$ cat src/hdl/rfc_pkg.sv
// Shared types, codes and byte-layout helpers for the RGBA8888 format converter.
// No dependencies; every other file of the converter imports this package.
`timescale 1ns / 1ps
`default_nettype none

package rfc_pkg;

	// Pipeline shape: one front stage, a row of divider cells, one pack stage.
	localparam int NUM_CELLS  = 8;
	localparam int NUM_STAGES = NUM_CELLS + 2;
	localparam int OCC_W      = $clog2(NUM_STAGES + 1);

	// Format codes.
	localparam logic [2:0] FMT_NATIVE_PM = 3'd0;
	localparam logic [2:0] FMT_LAST      = 3'd5;

	// Byte-order field of a format code (code >> 1).
	localparam logic [1:0] ORDER_NATIVE = 2'd0;
	localparam logic [1:0] ORDER_BGRA   = 2'd1;

	// Configuration register indexes.
	localparam logic [1:0] REG_SOURCE_FORMAT = 2'd0;
	localparam logic [1:0] REG_DEST_FORMAT   = 2'd1;
	localparam logic [1:0] REG_NATIVE_ORDER  = 2'd2;

	// What the pack stage does with an item.
	localparam logic [1:0] MODE_PASS = 2'd0;
	localparam logic [1:0] MODE_ZERO = 2'd1;
	localparam logic [1:0] MODE_CONV = 2'd2;

	localparam logic [7:0] CHANNEL_MAX = 8'hff;
	localparam logic [7:0] PREMUL_BIAS = 8'd254;

	// Byte positions of each channel, byte 0 least significant.
	typedef struct packed {
		logic [1:0] a;
		logic [1:0] r;
		logic [1:0] g;
		logic [1:0] b;
	} layout_t;

	localparam layout_t LAY_BGRA = '{a: 2'd3, r: 2'd2, g: 2'd1, b: 2'd0};
	localparam layout_t LAY_RGBA = '{a: 2'd3, r: 2'd0, g: 2'd1, b: 2'd2};

	typedef struct packed {
		logic [2:0] src;
		logic [2:0] dst;
		logic       native;
	} cfg_t;

	// One item in flight. Channel lanes: 0 red, 1 green, 2 blue.
	// rem/quo hold the partial remainder and the shifting dividend/quotient word.
	typedef struct packed {
		logic [1:0]      mode;
		logic [31:0]     pixel;
		layout_t         dst;
		logic [7:0]      alpha;
		logic [7:0]      divisor;
		logic [2:0]      sat;
		logic [2:0][7:0] rem;
		logic [2:0][7:0] quo;
	} item_t;

	function automatic layout_t layout_of(input logic [2:0] code, input logic native);
		layout_t lay;
		case (code[2:1])
			ORDER_NATIVE: lay = native ? LAY_RGBA : LAY_BGRA;
			ORDER_BGRA:   lay = LAY_BGRA;
			default:      lay = LAY_RGBA;
		endcase
		return lay;
	endfunction

	function automatic logic [7:0] get_byte(input logic [31:0] px, input logic [1:0] pos);
		return px[{pos, 3'b000} +: 8];
	endfunction

	function automatic logic [31:0] put_pixel(input layout_t lay, input logic [7:0] a,
		input logic [7:0] r, input logic [7:0] g, input logic [7:0] b);
		logic [31:0] res;
		res = '0;
		for (int k = 0; k < 4; k++) begin
			if (lay.a == 2'(k))
				res[k*8 +: 8] = a;
			else if (lay.r == 2'(k))
				res[k*8 +: 8] = r;
			else if (lay.g == 2'(k))
				res[k*8 +: 8] = g;
			else if (lay.b == 2'(k))
				res[k*8 +: 8] = b;
		end
		return res;
	endfunction

endpackage

`default_nettype wire

$ cat src/hdl/rgba8888_format_converter.sv
// Top level of the RGBA8888 format converter: configuration registers and the
// pipeline front -> divider cells -> pack. Depends on rfc_pkg and all rfc_* modules.
`timescale 1ns / 1ps
`default_nettype none

// Converts one 32-bit pixel per item between native, BGRA and RGBA byte orders,
// premultiplied or not. The block takes one item every cycle unless a stalled output
// backs up to its input. There are ten register stages: one front stage (unpack and an
// 8x8 multiply per channel), a row of eight divider cells that each settle one quotient
// bit, and one output register. Every stage has its own valid bit, so a stalled output
// only holds back the stages behind a full one and the empty stages keep filling. All
// three conversions share the divider: unpremultiply divides c*255 by alpha (channels
// above alpha saturate to 255, alpha zero gives a zero pixel), premultiply divides
// c*alpha+254 by 255, and a plain reorder divides c*255 by 255. Equal source and
// destination codes pass the pixel untouched; any other pairing with code 6 or 7 gives
// zero. Configuration writes are always taken (cfg_ready is high) and must only come
// while no item is in flight.
module rgba8888_format_converter import rfc_pkg::*; (
	input  wire logic        clk,
	input  wire logic        arst_n,
	input  wire logic        cfg_valid,
	output logic             cfg_ready,
	input  wire logic [1:0]  cfg_index,
	input  wire logic [2:0]  cfg_data,
	input  wire logic        in_valid,
	output logic             in_ready,
	input  wire logic [31:0] in_pixel,
	output logic             out_valid,
	input  wire logic        out_ready,
	output logic [31:0]      out_pixel
);

	logic [2:0] source_format_q;
	logic [2:0] dest_format_q;
	logic       native_order_q;
	cfg_t       cfg;

	// stage k feeds cell k; index NUM_CELLS feeds the pack stage
	logic  chain_valid [NUM_CELLS+1];
	logic  chain_ready [NUM_CELLS+1];
	item_t chain_item  [NUM_CELLS+1];

	logic [OCC_W-1:0] occ_q;

	// ---- configuration registers ----
	assign cfg_ready = 1'b1;

	always_ff @(posedge clk or negedge arst_n) begin
		if (!arst_n) begin
			source_format_q <= FMT_NATIVE_PM;
			dest_format_q   <= FMT_NATIVE_PM;
			native_order_q  <= 1'b0;
		end else if (cfg_valid && cfg_ready) begin
			case (cfg_index)
				REG_SOURCE_FORMAT: source_format_q <= cfg_data;
				REG_DEST_FORMAT:   dest_format_q   <= cfg_data;
				REG_NATIVE_ORDER:  native_order_q  <= cfg_data[0];
				default: ;  // unmapped index, write dropped
			endcase
		end
	end

	assign cfg = '{src: source_format_q, dst: dest_format_q, native: native_order_q};

	// ---- pipeline ----
	rfc_front u_front (
		.clk      (clk),
		.arst_n   (arst_n),
		.cfg      (cfg),
		.up_valid (in_valid),
		.up_ready (in_ready),
		.pixel    (in_pixel),
		.dn_valid (chain_valid[0]),
		.dn_ready (chain_ready[0]),
		.dn_item  (chain_item[0])
	);

	for (genvar i = 0; i < NUM_CELLS; i++) begin : g_cell
		rfc_div_cell u_cell (
			.clk      (clk),
			.arst_n   (arst_n),
			.up_valid (chain_valid[i]),
			.up_ready (chain_ready[i]),
			.up_item  (chain_item[i]),
			.dn_valid (chain_valid[i+1]),
			.dn_ready (chain_ready[i+1]),
			.dn_item  (chain_item[i+1])
		);
	end

	rfc_pack u_pack (
		.clk       (clk),
		.arst_n    (arst_n),
		.up_valid  (chain_valid[NUM_CELLS]),
		.up_ready  (chain_ready[NUM_CELLS]),
		.up_item   (chain_item[NUM_CELLS]),
		.out_valid (out_valid),
		.out_ready (out_ready),
		.out_pixel (out_pixel)
	);

	// ---- items in flight, for checking ----
	always_ff @(posedge clk or negedge arst_n) begin
		if (!arst_n) begin
			occ_q <= '0;
		end else begin
			case ({in_valid && in_ready, out_valid && out_ready})
				2'b10:   occ_q <= occ_q + OCC_W'(1);
				2'b01:   occ_q <= occ_q - OCC_W'(1);
				default: occ_q <= occ_q;
			endcase
		end
	end

	// an empty output register lets every stage move, so input is open
	a_empty_out_accepts: assert property (@(posedge clk) disable iff (!arst_n)
		!out_valid |-> in_ready)
		else $error("input stalled with output register empty");

	a_occ_bound: assert property (@(posedge clk) disable iff (!arst_n)
		occ_q <= OCC_W'(NUM_STAGES))
		else $error("more items in flight than pipeline stages");

	a_no_phantom: assert property (@(posedge clk) disable iff (!arst_n)
		(occ_q == '0) |-> !out_valid)
		else $error("result shown with no item in flight");

endmodule

`default_nettype wire

$ cat src/hdl/rfc_front.sv
// Front stage: unpacks the source pixel, decides the item's mode and forms the
// 16-bit dividend and the divisor of each channel. Depends on rfc_pkg.
`timescale 1ns / 1ps
`default_nettype none

module rfc_front import rfc_pkg::*; (
	input  wire logic        clk,
	input  wire logic        arst_n,
	input  wire cfg_t        cfg,
	input  wire logic        up_valid,
	output logic             up_ready,
	input  wire logic [31:0] pixel,
	output logic             dn_valid,
	input  wire logic        dn_ready,
	output item_t            dn_item
);

	layout_t     src_lay;
	logic [7:0]  alpha;
	logic [2:0][7:0] chan;
	logic        unpremul;
	logic        premul;
	logic [7:0]  mul_op;
	logic [15:0] num [3];
	item_t       item;
	logic        valid_s1;
	item_t       item_s1;

	always_comb begin
		src_lay  = layout_of(cfg.src, cfg.native);
		alpha    = get_byte(pixel, src_lay.a);
		chan[0]  = get_byte(pixel, src_lay.r);
		chan[1]  = get_byte(pixel, src_lay.g);
		chan[2]  = get_byte(pixel, src_lay.b);
		unpremul = !cfg.src[0] && cfg.dst[0];
		premul   = cfg.src[0] && !cfg.dst[0];
		// premul: (c*a + 254) / 255; unpremul: c*255 / a; reorder: c*255 / 255
		mul_op   = premul ? alpha : CHANNEL_MAX;

		item         = '0;
		item.pixel   = pixel;
		item.dst     = layout_of(cfg.dst, cfg.native);
		item.alpha   = alpha;
		item.divisor = unpremul ? alpha : CHANNEL_MAX;
		if (cfg.src == cfg.dst)
			item.mode = MODE_PASS;
		else if (cfg.src > FMT_LAST || cfg.dst > FMT_LAST)
			item.mode = MODE_ZERO;
		else if (unpremul && alpha == 8'd0)
			item.mode = MODE_ZERO;
		else
			item.mode = MODE_CONV;

		for (int k = 0; k < 3; k++) begin
			num[k] = ({8'd0, chan[k]} * {8'd0, mul_op})
				+ {8'd0, (premul ? PREMUL_BIAS : 8'd0)};
			// quotient exceeds 255 exactly when the channel is above alpha
			item.sat[k] = unpremul && (chan[k] > alpha);
			item.rem[k] = num[k][15:8];
			item.quo[k] = num[k][7:0];
		end
	end

	assign up_ready = !valid_s1 || dn_ready;

	always_ff @(posedge clk or negedge arst_n) begin
		if (!arst_n) begin
			valid_s1 <= 1'b0;
		end else if (up_ready) begin
			valid_s1 <= up_valid;
		end
	end

	always_ff @(posedge clk) begin
		if (up_ready && up_valid) begin
			item_s1 <= item;
		end
	end

	assign dn_valid = valid_s1;
	assign dn_item  = item_s1;

endmodule

`default_nettype wire

$ cat src/hdl/rfc_div_cell.sv
// One divider-row cell: a restoring step per channel lane, producing one quotient
// bit per cycle unless stalled and handing the item downstream. Depends on rfc_pkg.
`timescale 1ns / 1ps
`default_nettype none

module rfc_div_cell import rfc_pkg::*; (
	input  wire logic  clk,
	input  wire logic  arst_n,
	input  wire logic  up_valid,
	output logic       up_ready,
	input  wire item_t up_item,
	output logic       dn_valid,
	input  wire logic  dn_ready,
	output item_t      dn_item
);

	logic [8:0] trial [3];
	logic [8:0] diff  [3];
	logic [2:0] ge;
	item_t      nxt;
	logic       valid_q;
	item_t      item_q;

	always_comb begin
		nxt = up_item;
		for (int k = 0; k < 3; k++) begin
			trial[k]   = {up_item.rem[k], up_item.quo[k][7]};
			diff[k]    = trial[k] - {1'b0, up_item.divisor};
			ge[k]      = trial[k] >= {1'b0, up_item.divisor};
			nxt.rem[k] = ge[k] ? diff[k][7:0] : trial[k][7:0];
			nxt.quo[k] = {up_item.quo[k][6:0], ge[k]};
		end
	end

	assign up_ready = !valid_q || dn_ready;

	always_ff @(posedge clk or negedge arst_n) begin
		if (!arst_n) begin
			valid_q <= 1'b0;
		end else if (up_ready) begin
			valid_q <= up_valid;
		end
	end

	always_ff @(posedge clk) begin
		if (up_ready && up_valid) begin
			item_q <= nxt;
		end
	end

	assign dn_valid = valid_q;
	assign dn_item  = item_q;

endmodule

`default_nettype wire

$ cat src/hdl/rfc_pack.sv
// Output stage: saturates and packs the quotients by the destination layout, or
// passes or zeroes the pixel; holds the result until taken. Depends on rfc_pkg.
`timescale 1ns / 1ps
`default_nettype none

module rfc_pack import rfc_pkg::*; (
	input  wire logic  clk,
	input  wire logic  arst_n,
	input  wire logic  up_valid,
	output logic       up_ready,
	input  wire item_t up_item,
	output logic       out_valid,
	input  wire logic  out_ready,
	output logic [31:0] out_pixel
);

	logic [2:0][7:0] chan;
	logic [31:0]     res;
	logic            valid_q;
	logic [31:0]     pixel_q;

	always_comb begin
		for (int k = 0; k < 3; k++) begin
			chan[k] = up_item.sat[k] ? CHANNEL_MAX : up_item.quo[k];
		end
		case (up_item.mode)
			MODE_PASS: res = up_item.pixel;
			MODE_CONV: res = put_pixel(up_item.dst, up_item.alpha, chan[0], chan[1], chan[2]);
			default:   res = '0;
		endcase
	end

	assign up_ready = !valid_q || out_ready;

	always_ff @(posedge clk or negedge arst_n) begin
		if (!arst_n) begin
			valid_q <= 1'b0;
		end else if (up_ready) begin
			valid_q <= up_valid;
		end
	end

	always_ff @(posedge clk) begin
		if (up_ready && up_valid) begin
			pixel_q <= res;
		end
	end

	assign out_valid = valid_q;
	assign out_pixel = pixel_q;

endmodule

`default_nettype wire

$ cat config.mk
export PLATFORM = sky130hd
export DESIGN_NAME = rgba8888_format_converter
export DESIGN_NICKNAME = d
export VERILOG_FILES = /design/src/hdl/rfc_pkg.sv /design/src/hdl/rgba8888_format_converter.sv /design/src/hdl/rfc_front.sv /design/src/hdl/rfc_div_cell.sv /design/src/hdl/rfc_pack.sv
export SDC_FILE = /design/constraint.sdc
export NUM_CORES = 2
export LEC_CHECK = 0
export ABC_AREA = 1
export BUFFER_PORTS_ARGS = -buffer_cell sky130_fd_sc_hd__buf_2
export CORE_MARGIN = 1.5
export CORE_UTILIZATION = 44
export DETAILED_ROUTE_END_ITERATION = 10
export SLEW_MARGIN = 15
export SYNTH_ARGS = -nofsm -noshare
export SYNTH_HDL_FRONTEND = slang
export SYNTH_SLANG_ARGS = --single-unit
$ cat constraint.sdc
create_clock -name clk -period 9 [get_ports clk]
set_input_delay 0.9 -clock clk [delete_from_list [all_inputs] [get_ports clk]]
set_output_delay 0.9 -clock clk [all_outputs]
set_load 0.01 [all_outputs]
* Word-level counts from Yosys, hierarchy flattened *
Index checks and enable logic that the tools add are counted.

storage, ports and cells
  bits of input ports = 42
  bits in registers = 998
  output and inout bits = 35
  logic and storage cells = 324

operators by class
  equal/unequal tests = 18
  order comparisons = 29
  multipliers = 3
  multiplexer cells = 48
  reduce and logical (&&, ||, !) cells = 52
  add/subtract/negate cells = 24
  shift operators = 4

operators by type and width
  operator            number
  $mux 8              42
  $ge 9x8->1          24
  $sub 8x8->8         21
  $shiftx 32x6->8     4
  $pmux 32 s2         1
  $add 16x8->16       3
  $mul 8x8->16        3
  $pmux 8 s2          2
  $gt 8x8->1          3
  $eq 2x2->1 const B  10
  $logic_and 1x1->1   16
  $logic_not 2->1     8
  $eq 2x1->1 const B  7
  $logic_not 1->1     12
  $logic_or 1x1->1    11
  $logic_not 8->1     1
  $gt 3x3->1 const B  2
  $mux 6              1
  $reduce_and 2->1    3
  $eq 3x3->1          1
  $mux 2              1
  $reduce_or 2->1     1
  $mux 1              1

* Longest topological paths before layout *
  depth in word-level cells = 12
  depth in mapped cells = 24
  gate-level depth less buffers = 23

* Cells and area by module *
From an unflattened synthesis, not the netlist that was laid out.

unflattened totals
  cells, all modules = 5196
  area, all modules = 54793.8 um^2

modules (own cells, without submodules)
  module                                area each (um^2)  times used  cells an instance  sequential area each (um^2)
  rfc_div_cell at g_cell[0].u_cell ...  5148.7            4           431                3298.2
  rfc_front                             11050.6           1           1257               2877.8
  rfc_div_cell at g_cell[6].u_cell ...  4978.5            2           428                3298.2
  rfc_div_cell at g_cell[4].u_cell      5106.1            1           434                3298.2
  rfc_div_cell at g_cell[5].u_cell      4986.0            1           427                3298.2
  rfc_pack                              2782.7            1           461                985.9
  rgba8888_format_converter             316.6             1           37                 175.2

* Worst setup path after synthesis *
No wires, ideal clock.

  path kind = input to register
  start point = input port out_ready
  end point = register g_cell[0].u_cell.item_q, in the netlist g_cell[0].u_cell.dn_item[0], enable pin
  path buffers = 0
  required time = 8.420 ns
  arrival = 5.979 ns
  setup time = 0.580 ns
  path slack = 2.442 ns
  stages = 8
  cell sequence = inv_1 > nand3_1 > nor2_1 > nand4_1 > nor2_1 > nand2_1 > inv_1 > a21oi_1

between the ends
  word-level cells in the longest chain between the ends = 10

ends and longest elaborated chain
  element                        RTL line                         RTL
  start: declaration             rgba8888_format_converter.sv:29  input wire logic out_ready,
  $logic_or 1x1->1               rfc_pack.sv:33                   assign up_ready = !valid_q || out_ready;
  $logic_or 1x1->1 (8 in a row)  rfc_div_cell.sv:35               assign up_ready = !valid_q || dn_ready;
  $logic_and 1x1->1              rfc_div_cell.sv:46               if (up_ready && up_valid) begin
  end signal: assignment         rfc_div_cell.sv:47               item_q <= nxt;
  end: declaration               rfc_div_cell.sv:22               item_t item_q;

No other way between the ends.
A chain may end at the register's enable or synchronous reset.

==> flow_summary.json <==
{
  "status": "finished clean",
  "cp_max_fo": 27,
  "path_common_cell": "inv_1",
  "crit_arrival_ns": 6.34,
  "yosys.area.top_type": "edfxtp_1",
  "root_buffer": "clkbuf_16",
  "grt_pass1_vias": 27300,
  "wl_um": 91800,
  "crit_type": "reg -> reg",
  "num_io_pins": 77,
  "critPathMaxStageDelay_ns": 0.65,
  "grt_max_degree": 78,
  "cts_buffer_depth": 3,
  "clk_latency_ns": 0.65,
  "detail_route.wl_per_cell_um": 16.4,
  "slew_viol_final": 0,
  "synth_fp_nets": 4508,
  "cts.sinks": 872,
  "hold_path_class": "in -> async",
  "synth_edf_count": 855,
  "grt-ovfl-total": 0,
  "hold_buffers": 0,
  "grt_usage": 0.178,
  "netlist_area_um2": 45700,
  "cts_resized": 0,
  "diodes": 0,
  "gp_congestion": 0.887,
  "cts_htree_levels": 3,
  "antenna_found_initial": 1,
  "yosys-top-cells-area": "edfxtp_1 56%, ha_1 8.6%, fa_1 6.7%",
  "synth-seq-cells": 872,
  "port-buffer-count": 75,
  "setup_violations": 0,
  "fin_nets": 4650,
  "synthCells": 3999,
  "ant_nets": 0,
  "cts_setup_buffers": 0,
  "crit_path_start_kind": "flop",
  "core_area_um2": 103000,
  "first_pass_iters": 7,
  "synth_flop_cell": "edfxtp_1",
  "final_layout_size_suffix_gt1_frac": 0.0952,
  "ys_types": 51,
  "finClkSkew_ns": 0.0257,
  "route.detailed.drc": 0,
  "die_area_um2": 106000,
  "fp-row-count": 118,
  "synth_commonest_cells": "855 x edfxtp_1, 814 x nand2_1, 597 x inv_1",
  "crit_required_ns": 9.38,
  "initial_utilization": 0.442,
  "r2r_slack_ns": 3.04,
  "period_needed_ns": 5.96,
  "dieWidth_um": 325,
  "synth.most_common_cell": "edfxtp_1",
  "reg2reg_depth": 19,
  "cts_tree": "done",
  "vias": 27100,
  "area_delta_synth_final_pct": 11.6,
  "vias_per_cell": 4.85,
  "r2r-start": "dest_format_q[0]",
  "cp_slowest_cell": "inv_2",
  "r2r-end": "u_front.dn_item[47]",
  "tightest_slew_ns": 0.967,
  "crit_chain": "inv_1 > ha_1 > inv_2 > nor2_1 > inv_1 > nand2_1 > fa_1 > inv_1 > fa_1 > inv_1 > fa_1 > fa_1 > inv_1 > ha_1 > nand2_1 > o21ai_0 > nand3_1 > nand3_1 > xnor2_1",
  "relSlewSlack": 0.354,
  "async_flop_share": 0.0195,
  "grt_first_pass_wirelength_um": 149000,
  "hpwl_um": 70600,
  "rsz0062_at_grt": "no",
  "cts_buffers": 88,
  "post-route-period-util": 0.663,
  "die_h_um": 325,
  "hold_viol": 0,
  "synth_top_area_share": 0.562,
  "clkSlewWorstSetupHoldPaths_ns": 0.06,
  "fmax_mhz": 168,
  "avgSynthCellArea_um2": 11.4,
  "end_kind": "flop",
  "setup_tns_ns": 0,
  "yosysWarnings": 0,
  "first_iter_violations": 1512,
  "cap_violations": 0,
  "synth-seq-area-share": 0.571
}
through the flow:
step / setup WS [ns] / std cells / util / hold WS (ns) / cell area [um2]
global route: 2.54 / 5591 / 0.494 / 0.181 / 51000
global placement: 3.21 / 5431 / 0.462 / 0.401 / 47800
finish: 3.04 / 5591 / 0.494 / 0.176 / 51000
floorplan: 2.44 / 3999 / - / 0.400 / 45700
CTS: 3.02 / 5591 / 0.494 / 0.147 / 51000
detailed placement: 3.05 / 5431 / 0.462 / 0.405 / 47800
per-layer routing:
metal / track usage / wire (um) / vias to the layer above
li1: - / - / 13800
met1: 0.241 / 42500 / 12700
met2: 0.294 / 42900 / 472
met3: 0.0255 / 3180 / 164
met4: 0.0645 / 3260 / 0
met5: 0 / 0 / -
layout by cell type, fill, tap and decap left out, types with 71 or more instances in the layout:
cell type,synthesis,final
a21oi_1,129,126
buf_2,6,75
clkbuf_16,0,88
edfxtp_1,855,855
fa_1,153,153
ha_1,314,314
inv_1,597,592
nand2_1,814,814
nand3_1,243,243
nor2_1,304,302
o21ai_2,71,71
flip-flops by register name, indices dropped and copies added (netlist names):
signal and cells:
u_pack.out_pixel 32, g_cell.u_cell.dn_valid 8, native_order_q 1, dest_format_q 3, u_pack.out_valid 1, g_cell.u_cell.dn_item 728, source_format_q 3, u_front.dn_valid 1
u_front.dn_item 95
layout make-up:
cell class | count | area, um2
flip-flops and latches | 872 | 26100
inverters | 610 | 2300
multi-input cells | 2478 | 17200
fillers | 9280 | 52300
clock inverters | 66 | 1000
clock buffers | 94 | 2260
repair buffers | 91 | 495
well taps | 1380 | 1730
worst max path at each step:
stage,startpoint,endpoint,slack (ns),cells after the start
after floorplan,out_ready,g_cell[0].u_cell.dn_item[0],2.44,8
after global placement,source_format_q[0],u_front.dn_item[47],3.21,18
after detailed placement,source_format_q[0],u_front.dn_item[36],3.05,19
after CTS,source_format_q[0],u_front.dn_item[47],3.02,18
after global routing,source_format_q[0],u_front.dn_item[39],2.54,18
final,dest_format_q[0],u_front.dn_item[47],3.04,19
critical path: cells and delay by family, from the launching register on:
family	cells	cell delay, ns
fa+ha+maj	6	2.63
compound gates	1	0.43
simple gates	5	0.73
buf+inv	6	1.46
xor+xnor	1	0.06
flops	1	0.37
logic make-up after synthesis:
group / Yosys count / synth area share
adder cells (fa/ha/maj): 467 / 0.153
AO/OA/AOI/OAI: 374 / 0.0523
other: 1 / 0.0000820
buffers and inverters: 649 / 0.0550
AND/OR/NAND/NOR: 1512 / 0.145
flip-flops: 872 / 0.571
XOR/XNOR: 124 / 0.0238
Power is left out: the tool's default activity adds up to more than one toggle a clock period on the data nets, which glitch-free logic cannot reach.
